**config.mk**
```make
export PLATFORM = sky130hd
export DESIGN_NAME = chunked_transfer_decoder
export DESIGN_NICKNAME = d
export VERILOG_FILES = /design/src/rtl/ctd_pkg.sv /design/src/rtl/chunked_transfer_decoder.sv
export VERILOG_INCLUDE_DIRS = /design/src /design/src/rtl
export SDC_FILE = /design/constraint.sdc
export NUM_CORES = 1
export LEC_CHECK = 0
export BUFFER_PORTS_ARGS = -buffer_cell sky130_fd_sc_hd__buf_4
export CAP_MARGIN = 0
export CORE_AREA = 2 2 196 198
export CTS_CLUSTER_DIAMETER = 50
export DETAILED_ROUTE_END_ITERATION = 8
export DIE_AREA = 0 0 198 200
export PLACE_DENSITY = 0.53
export SLEW_MARGIN = 30
export SYNTH_ARGS = -nofsm -noshare
export SYNTH_HDL_FRONTEND = slang
export SYNTH_SLANG_ARGS = --single-unit
```
**constraint.sdc**
```tcl
create_clock -name i_clk -period 3.31 [get_ports i_clk]
set_input_delay 0 -clock i_clk [delete_from_list [all_inputs] [get_ports i_clk]]
set_output_delay 0 -clock i_clk [all_outputs]
set_load 0.005 [all_outputs]
```
**src/rtl/chunked_transfer_decoder_assert.svh**
```systemverilog
// Assertion macros for the chunked transfer decoder.
// Both macros sample on i_clk and stand down while i_rst_n is low.
`ifndef CHUNKED_TRANSFER_DECODER_ASSERT_SVH
`define CHUNKED_TRANSFER_DECODER_ASSERT_SVH

`ifndef SYNTH

// Check a property on every clock edge.
`define CTD_ASSERT(label, prop) \
    label: assert property (@(posedge i_clk) disable iff (!i_rst_n) (prop)) \
        else $error("chunked_transfer_decoder: assertion failed");

// Check that a condition in one cycle implies another in the next cycle.
`define CTD_ASSERT_NEXT(label, ante, cons) \
    label: assert property (@(posedge i_clk) disable iff (!i_rst_n) \
        (ante) |=> (cons)) \
        else $error("chunked_transfer_decoder: assertion failed");

`else

`define CTD_ASSERT(label, prop)
`define CTD_ASSERT_NEXT(label, ante, cons)

`endif

`endif

```
**src/rtl/ctd_pkg.sv**
```systemverilog
package ctd_pkg;

    // Default sizing of the decoder
    localparam int DEF_SIZE_BITS    = 32;
    localparam int DEF_LENGTH_BITS  = 32;
    localparam int DEF_MAX_TRAILERS = 8;
    localparam int DEF_MAX_NAME     = 64;
    localparam int DEF_MAX_VALUE    = 256;

    // One hex digit per size byte (base 16)
    localparam int DIGIT_BITS = 4;

    // Characters of the chunked syntax
    localparam logic [7:0] CH_CR    = 8'h0D;
    localparam logic [7:0] CH_LF    = 8'h0A;
    localparam logic [7:0] CH_SEMI  = 8'h3B;
    localparam logic [7:0] CH_COLON = 8'h3A;
    localparam logic [7:0] CH_SPACE = 8'h20;

    // Result kinds
    typedef enum logic [1:0] {
        KIND_PAYLOAD = 2'd0,
        KIND_OK      = 2'd1,
        KIND_ERROR   = 2'd2
    } t_kind;

endpackage

```
**src/rtl/chunked_transfer_decoder.sv**
```systemverilog
// Channel   Direction  Handshake            Word
// -------   ---------  -------------------  -------------------------------------------
// input     in         i_valid / o_stall    i_in_byte, i_end_of_input
// result    out        o_valid / i_stall    o_kind, o_payload_byte, o_payload_length,
//                                           o_bytes_consumed, o_trailer_count
//
// One word per cycle while o_stall is low: each input word is decoded in the cycle it is
// accepted and its result, if any, lands in the output register at that edge.
// The parser state and counters update in a single pass of narrow logic; the widest
// path is the SIZE_BITS chunk counter decrement and the LENGTH_BITS saturating adds.
// o_stall rises only while a result is held in the output register and i_stall is high.
// Reset (i_rst_n low, synchronous) returns the parser to the start of a size line and
// empties the output register; an end-of-input word does the same to the parser.
module chunked_transfer_decoder #(
    parameter int SIZE_BITS    = ctd_pkg::DEF_SIZE_BITS,
    parameter int LENGTH_BITS  = ctd_pkg::DEF_LENGTH_BITS,
    parameter int MAX_TRAILERS = ctd_pkg::DEF_MAX_TRAILERS,
    parameter int MAX_NAME     = ctd_pkg::DEF_MAX_NAME,
    parameter int MAX_VALUE    = ctd_pkg::DEF_MAX_VALUE
) (
    input  logic        i_clk,
    input  logic        i_rst_n,
    // input channel
    input  logic        i_valid,
    output logic        o_stall,
    input  logic [7:0]  i_in_byte,
    input  logic        i_end_of_input,
    // result channel
    output logic        o_valid,
    input  logic        i_stall,
    output logic [1:0]  o_kind,
    output logic [7:0]  o_payload_byte,
    output logic [31:0] o_payload_length,
    output logic [31:0] o_bytes_consumed,
    output logic [3:0]  o_trailer_count
);
    import ctd_pkg::*;

    localparam int NW  = $clog2(MAX_NAME + 1);
    localparam int VW  = $clog2(MAX_VALUE + 1);
    localparam int TW  = $clog2(MAX_TRAILERS + 1);
    localparam int LW  = (LENGTH_BITS > 32) ? LENGTH_BITS : 32;
    localparam int TLW = (TW > 4) ? TW : 4;

    typedef enum logic [3:0] {
        PH_SIZE0,
        PH_SIZE,
        PH_SIZE_CR,
        PH_EXT,
        PH_EXT_CR,
        PH_DATA,
        PH_DATA_CR,
        PH_DATA_LF,
        PH_TR_START,
        PH_TR_LINE,
        PH_TR_CR,
        PH_TR_END_CR,
        PH_DONE
    } t_phase;

    // Per-line trailer bookkeeping
    typedef struct packed {
        logic          colon;
        logic [NW-1:0] name_len;
        logic [VW-1:0] value_len;
    } t_line;

    typedef struct packed {
        logic                  ok;
        logic [DIGIT_BITS-1:0] val;
    } t_hex;

    localparam t_line LINE_CLEAR = '{colon: 1'b0, name_len: '0, value_len: '0};

    function automatic t_hex hex_decode(input logic [7:0] b);
        t_hex h;
        h.ok  = 1'b1;
        h.val = '0;
        if (b >= "0" && b <= "9") begin
            h.val = DIGIT_BITS'(b - "0");
        end else if (b >= "a" && b <= "f") begin
            h.val = DIGIT_BITS'(b - "a" + 8'd10);
        end else if (b >= "A" && b <= "F") begin
            h.val = DIGIT_BITS'(b - "A" + 8'd10);
        end else begin
            h.ok = 1'b0;
        end
        return h;
    endfunction

    // Count one content byte of a trailer line
    function automatic t_line line_content(input t_line l, input logic [7:0] b);
        t_line r;
        r = l;
        if (!l.colon) begin
            if (b == CH_COLON) begin
                r.colon = 1'b1;
            end else if (l.name_len < NW'(MAX_NAME)) begin
                r.name_len = l.name_len + 1'b1;
            end
        end else if (!(l.value_len == '0 && b == CH_SPACE)) begin
            if (l.value_len < VW'(MAX_VALUE)) begin
                r.value_len = l.value_len + 1'b1;
            end
        end
        return r;
    endfunction

    function automatic logic [LENGTH_BITS-1:0] sat_inc(input logic [LENGTH_BITS-1:0] v);
        return (v != '1) ? v + 1'b1 : v;
    endfunction

    function automatic logic [31:0] clip32(input logic [LENGTH_BITS-1:0] v);
        logic [LW-1:0] w;
        w = LW'(v);
        return (w > LW'(32'hFFFF_FFFF)) ? 32'hFFFF_FFFF : w[31:0];
    endfunction

    function automatic logic [3:0] clip4(input logic [TW-1:0] v);
        logic [TLW-1:0] w;
        w = TLW'(v);
        return (w > TLW'(4'hF)) ? 4'hF : w[3:0];
    endfunction

    // Parser state
    t_phase                 r_phase,    n_phase;
    logic [SIZE_BITS-1:0]   r_chunk,    n_chunk;
    logic [SIZE_BITS-1:0]   r_accum,    n_accum;
    logic [LENGTH_BITS-1:0] r_payload,  n_payload;
    logic [LENGTH_BITS-1:0] r_consumed, n_consumed;
    logic [TW-1:0]          r_trailers, n_trailers;
    t_line                  r_line,     n_line;
    logic                   r_error,    n_error;

    // Output register
    logic        r_valid;
    t_kind       r_kind;
    logic [7:0]  r_byte;
    logic [31:0] r_plen;
    logic [31:0] r_bcons;
    logic [3:0]  r_tcount;

    logic  w_accept;
    logic  w_emit_byte;
    logic  w_emit_end;
    t_hex  w_hex;
    t_line w_cr_line;

    // Hold the input only while a result waits and the sink stalls
    assign o_stall  = r_valid & i_stall;
    assign w_accept = i_valid & ~o_stall;
    assign w_hex    = hex_decode(i_in_byte);
    // A CR that turned out not to start CRLF counts as line content
    assign w_cr_line = line_content(r_line, CH_CR);

    always_comb begin
        n_phase     = r_phase;
        n_chunk     = r_chunk;
        n_accum     = r_accum;
        n_payload   = r_payload;
        n_consumed  = r_consumed;
        n_trailers  = r_trailers;
        n_line      = r_line;
        n_error     = r_error;
        w_emit_byte = 1'b0;
        w_emit_end  = 1'b0;

        if (i_end_of_input) begin
            // Report status, then drop everything back to the start state
            w_emit_end = 1'b1;
            n_phase    = PH_SIZE0;
            n_chunk    = '0;
            n_accum    = '0;
            n_payload  = '0;
            n_consumed = '0;
            n_trailers = '0;
            n_line     = LINE_CLEAR;
            n_error    = 1'b0;
        end else if (r_phase != PH_DONE) begin
            n_consumed = sat_inc(r_consumed);
            if (!r_error) begin
                case (r_phase)
                    PH_SIZE0, PH_SIZE: begin
                        if (w_hex.ok) begin
                            if (r_accum[SIZE_BITS-1 -: DIGIT_BITS] != '0) begin
                                n_error = 1'b1;
                            end else begin
                                n_accum = {r_accum[SIZE_BITS-DIGIT_BITS-1:0], w_hex.val};
                                n_phase = PH_SIZE;
                            end
                        end else if (r_phase == PH_SIZE && i_in_byte == CH_SEMI) begin
                            n_phase = PH_EXT;
                        end else if (r_phase == PH_SIZE && i_in_byte == CH_CR) begin
                            n_phase = PH_SIZE_CR;
                        end else begin
                            n_error = 1'b1;
                        end
                    end
                    PH_SIZE_CR, PH_EXT_CR: begin
                        if (i_in_byte == CH_LF) begin
                            n_accum = '0;
                            if (r_accum == '0) begin
                                n_phase = PH_TR_START;
                            end else begin
                                n_chunk = r_accum;
                                n_phase = PH_DATA;
                            end
                        end else if (r_phase == PH_SIZE_CR) begin
                            n_error = 1'b1;
                        end else if (i_in_byte != CH_CR) begin
                            n_phase = PH_EXT;
                        end
                    end
                    PH_EXT: begin
                        if (i_in_byte == CH_CR) begin
                            n_phase = PH_EXT_CR;
                        end
                    end
                    PH_DATA: begin
                        n_chunk     = r_chunk - 1'b1;
                        n_payload   = sat_inc(r_payload);
                        w_emit_byte = 1'b1;
                        if (r_chunk == SIZE_BITS'(1)) begin
                            n_phase = PH_DATA_CR;
                        end
                    end
                    PH_DATA_CR: begin
                        if (i_in_byte == CH_CR) begin
                            n_phase = PH_DATA_LF;
                        end else begin
                            n_error = 1'b1;
                        end
                    end
                    PH_DATA_LF: begin
                        if (i_in_byte == CH_LF) begin
                            n_phase = PH_SIZE0;
                        end else begin
                            n_error = 1'b1;
                        end
                    end
                    PH_TR_START: begin
                        if (i_in_byte == CH_CR) begin
                            n_line  = LINE_CLEAR;
                            n_phase = PH_TR_END_CR;
                        end else begin
                            n_line  = line_content(LINE_CLEAR, i_in_byte);
                            n_phase = PH_TR_LINE;
                        end
                    end
                    PH_TR_LINE: begin
                        if (i_in_byte == CH_CR) begin
                            n_phase = PH_TR_CR;
                        end else begin
                            n_line = line_content(r_line, i_in_byte);
                        end
                    end
                    PH_TR_CR, PH_TR_END_CR: begin
                        if (i_in_byte == CH_LF) begin
                            if (r_phase == PH_TR_END_CR) begin
                                n_phase = PH_DONE;
                            end else begin
                                if (r_line.colon && r_trailers < TW'(MAX_TRAILERS) &&
                                    r_line.name_len < NW'(MAX_NAME) &&
                                    r_line.value_len < VW'(MAX_VALUE)) begin
                                    n_trailers = r_trailers + 1'b1;
                                end
                                n_line  = LINE_CLEAR;
                                n_phase = PH_TR_START;
                            end
                        end else if (i_in_byte == CH_CR) begin
                            n_line  = w_cr_line;
                            n_phase = PH_TR_CR;
                        end else begin
                            n_line  = line_content(w_cr_line, i_in_byte);
                            n_phase = PH_TR_LINE;
                        end
                    end
                    default: begin
                        n_error = 1'b1;
                    end
                endcase
            end
        end
    end

    always_ff @(posedge i_clk) begin
        if (!i_rst_n) begin
            r_phase    <= PH_SIZE0;
            r_chunk    <= '0;
            r_accum    <= '0;
            r_payload  <= '0;
            r_consumed <= '0;
            r_trailers <= '0;
            r_line     <= LINE_CLEAR;
            r_error    <= 1'b0;
            r_valid    <= 1'b0;
        end else begin
            if (w_accept) begin
                r_phase    <= n_phase;
                r_chunk    <= n_chunk;
                r_accum    <= n_accum;
                r_payload  <= n_payload;
                r_consumed <= n_consumed;
                r_trailers <= n_trailers;
                r_line     <= n_line;
                r_error    <= n_error;
            end
            // Load a new result, or drain the held one once the sink takes it
            if (w_accept && (w_emit_byte || w_emit_end)) begin
                r_valid <= 1'b1;
            end else if (!i_stall) begin
                r_valid <= 1'b0;
            end
        end
    end

    // Result payload; no reset needed
    always_ff @(posedge i_clk) begin
        if (w_accept && w_emit_byte) begin
            r_kind   <= KIND_PAYLOAD;
            r_byte   <= i_in_byte;
            r_plen   <= '0;
            r_bcons  <= '0;
            r_tcount <= '0;
        end else if (w_accept && w_emit_end) begin
            r_kind   <= (!r_error && r_phase == PH_DONE) ? KIND_OK : KIND_ERROR;
            r_byte   <= '0;
            r_plen   <= clip32(r_payload);
            r_bcons  <= clip32(r_consumed);
            r_tcount <= clip4(r_trailers);
        end
    end

    assign o_valid          = r_valid;
    assign o_kind           = r_kind;
    assign o_payload_byte   = r_byte;
    assign o_payload_length = r_plen;
    assign o_bytes_consumed = r_bcons;
    assign o_trailer_count  = r_tcount;

`include "chunked_transfer_decoder_assert.svh"

    `CTD_ASSERT(a_payload_fields_zero, r_valid && r_kind == KIND_PAYLOAD |-> r_plen == '0 && r_bcons == '0 && r_tcount == '0)
    `CTD_ASSERT_NEXT(a_end_restarts, w_accept && i_end_of_input, r_phase == PH_SIZE0 && !r_error && r_consumed == '0 && r_payload == '0)
    `CTD_ASSERT_NEXT(a_no_payload_after_error, w_accept && !i_end_of_input && r_error, !r_valid)
    `CTD_ASSERT(a_trailer_limit, r_trailers <= TW'(MAX_TRAILERS))

endmodule

```
==> impl_metrics.toml <==
[global_routing]
grt-ovfl-total = 0
grt_pass1_vias = 11226
grt_start_max_net_pins = 73
grt_pass1_wl_mm = 59.3
antenna_found_initial = 0
grt_util_all_layers_pct = 18.2

[route]
drt-initial-drc-count = 880
avgViaCountPerCell = 5.36
avgRoutedWirePerCell_um = 16.6
ant_nets = 0
routed_wl_mm = 36.1
first_pass_iters = 5
drc = 0
vias = 11685

[worst_setup_path]
worstPathArrival_ns = 3.51
startpoint_type = "flop"
path_cells = "a21boi_1 -> dlygate4sd3_1 -> buf_4 -> a32oi_1 -> a211o_1 -> nor4_1 -> or4b_2 -> nand3_1"
critical_path.max_stage_delay_ns = 0.62
crit_path_end_kind = "flop"
cp.buffers_inverters = 2
path_class = "reg2reg"
crit_family = "simple AND/OR/NAND/NOR gates"
cp.required_ns = 3.75
cp_max_fo = 8
crit_path_top_delay_cell = "or4b_2"

[yosys]
synth-seq-area-share_pct = 38.9
synth_ff_type = "dfxtp_1"
synthCells = 1573
syn_avg_cell_area_um2 = 7.76
ys_ff_latch = 233
syn_area_um2 = 12200
yosys.area.top_type_share_pct = 36.9
synth-edff-count = 8
ys_top_cells_by_area = "dfxtp_1 (37%), nand2_1 (7.9%), a21oi_1 (5.2%), o21ai_0 (4.2%), nor2_1 (3.5%)"
synth.largest_area_cell = "dfxtp_1"
ys_types = 81
ys_warn_count = 0
syn-num-nets = 1601
async_flop_share_pct = 0

[floorplanning]
die_height_um = 200
io_pins = 93
die_x_um = 198
initial_core_util_pct = 32.6
dieArea_um2 = 39600
rows = 71
core_um2 = 37400

[finish]
drive_gt1_share_pct = 13.2
layout-area-overhead-vs-synth_pct = 20.4
finalNetCount = 1675
diodes = 0
fillers = 3862

[clock_tree]
postCtsSetupBuffers = 0
clk_latency_ns = 0.52
cts_tree = "done"
h-tree-depth = 2
cts_sinks = 233
numCtsBuffers = 34
clk_pin_slew_ns = 0.06
ctsRootBufferMaster = "clkbuf_16"
cts_buffer_depth = 3

[timing]
slew-limit-headroom_pct = 38.9
worst_slew_pin_slew_ns = 0.914
drv_slew = 0
rsz0062_at_grt = "no"
hold_violations = 0
skew_ns = 0.0204
setup_viol = 0
period_share_pct = 92.5
fmax_ghz = 0.327
tns_ns = 0
fin_crit_ns = 3.06

[power]
ir_drop_v = 0.000338
power.total_mw = 6.64
powerDensity_nw_per_um2 = 452
p_leak_nw = 5.12

[placement]
portBuffers = 92
finalWeightedCongestion = 0.887
hpwlAfterDp_mm = 24.7

[outcome]
status = "completed"

[run]
max_cap_viol_count = 0

[min_path]
min_path_type = "in2reg"
[worst register-to-register path, cell delays in order (launching register included)]
cell and delay, ns:
dfxtp_1 0.33, a21boi_1 0.12, dlygate4sd3_1 0.56, buf_4 0.15, a32oi_1 0.20, a211o_1 0.47
nor4_1 0.45, or4b_2 0.62, nand3_1 0.10
[layout make-up]
cell class | instances | area [um^2] | area share, %
clock buffers | 44 | 950 | 6.46
clock inverters | 15 | 121 | 0.826
inverters | 31 | 116 | 0.792
multi-input cells | 1200 | 6960 | 47.4
flip-flops and latches | 233 | 4740 | 32.3
well taps | 511 | 639 | 4.35
repair buffers | 147 | 1160 | 7.89
[placed cells by master (no fill, tap or decap), drive strengths merged, types with 10 or more instances in the layout]
master and count:
nand2 257, nand3 81, nand4 41, and2 18
and4 11, nor3 44, o31ai 14, dlygate4sd3 12
o21ai 104, buf 135, nor4 30, xor2 42
xnor2 33, or4 12, and3 14, dfxtp 225
or3 38, nor2 116, clkbuf 44, a21oi 126
inv 35, ha 15, o211ai 10, a21boi 30
[flip-flops by register name, summed over array words and instances (netlist names)]
| name | cells |
|---|---|
| o_payload_length | 32 |
| r_consumed | 32 |
| o_valid | 1 |
| o_bytes_consumed | 32 |
| r_accum | 32 |
| r_chunk | 32 |
| o_kind | 2 |
| o_trailer_count | 4 |
| r_line | 17 |
| o_payload_byte | 8 |
| r_error | 1 |
| r_payload | 32 |
| r_trailers | 4 |
| r_phase | 4 |
[logic make-up (layout without fill, tap and decap cells)]
logic type | after synthesis | count (layout) | share of synthesized area [%]
multiplexers | 9 | 9 | 0.769
XOR/XNOR | 75 | 75 | 5.38
buffers and inverters | 140 | 237 | 4.38
AO/OA/AOI/OAI | 390 | 390 | 20.1
flip-flops | 233 | 233 | 38.9
adder cells (fa/ha/maj) | 15 | 15 | 1.54
AND/OR/NAND/NOR | 711 | 711 | 28.9
[metrics by stage]
stage,hold WS [ns],std cells,instance area [um^2],util (%),setup WS [ns]
2_1_floorplan,0.131,1573,12200,-,0.638
3_3_place_gp,0.333,2110,13500,36.1,0.510
3_5_place_dp,0.333,2110,13500,36.1,0.396
4_1_cts,0.00327,2181,14700,39.3,0.263
5_1_grt,0.0663,2181,14700,39.3,0.0862
6_report,0.00483,2181,14700,39.3,0.249
[power breakdown]
group,switching (mW),total (mW),internal (mW)
clock network,1.38,3.43,2.05
logic,0.247,0.357,0.110
registers,0.0127,2.85,2.84
[routing by layer]
metal  vias up  share of wire [%]  global-route usage [%]
met2       278                 45                    29.1
met1      5552                 49                    25.8
met5         -                  0                       0
met4         0                1.3                    4.59
li1       5819                  -                       -
met3        36                5.0                    2.79
[path summary, 6_finish.rpt]
check                             from              endpoint  slack [ns]  cells past startpoint
setup / recovery               o_valid             r_line[0]        0.25                      8
hold / removal            i_in_byte[0]            r_accum[3]       0.005                      4
setup reg to reg               o_valid             r_line[0]        0.25                      8
hold reg to reg   o_payload_length[22]  o_payload_length[22]        0.45                      2
[synth_stat cells (5+ instances only)]
cell type    n
ha_1        15
dfxtp_1    225
a21boi_0    27
nand2b_1     7
or3_1       38
a22oi_1      9
a21oi_1    126
nand4_1     41
and2_1      18
o21ai_0    103
nand3_1     81
xnor2_1     33
edfxtp_1     8
nand4b_1     5
a32o_1       6
buf_2        7
a31oi_1      8
and3_1      13
a211o_1      6
o32ai_1      6
inv_1       29
clkbuf_1   100
or2_2        5
nor4_1      28
and4_1      11
o22ai_1      5
o211ai_1    10
nor2_1     115
mux2i_1      6
a211oi_1     5
or4_1       11
nand2_1    257
a21o_1       7
nor3_1      44
xor2_1      42
nor2b_1      9
o31ai_1     14
[timing repair]
action                                 4_1_cts  5_1_grt
endpoints found under the hold margin       34        0
hold buffers                                12        0
resized for setup                            0        0
(Power assumes the default switching activity.)
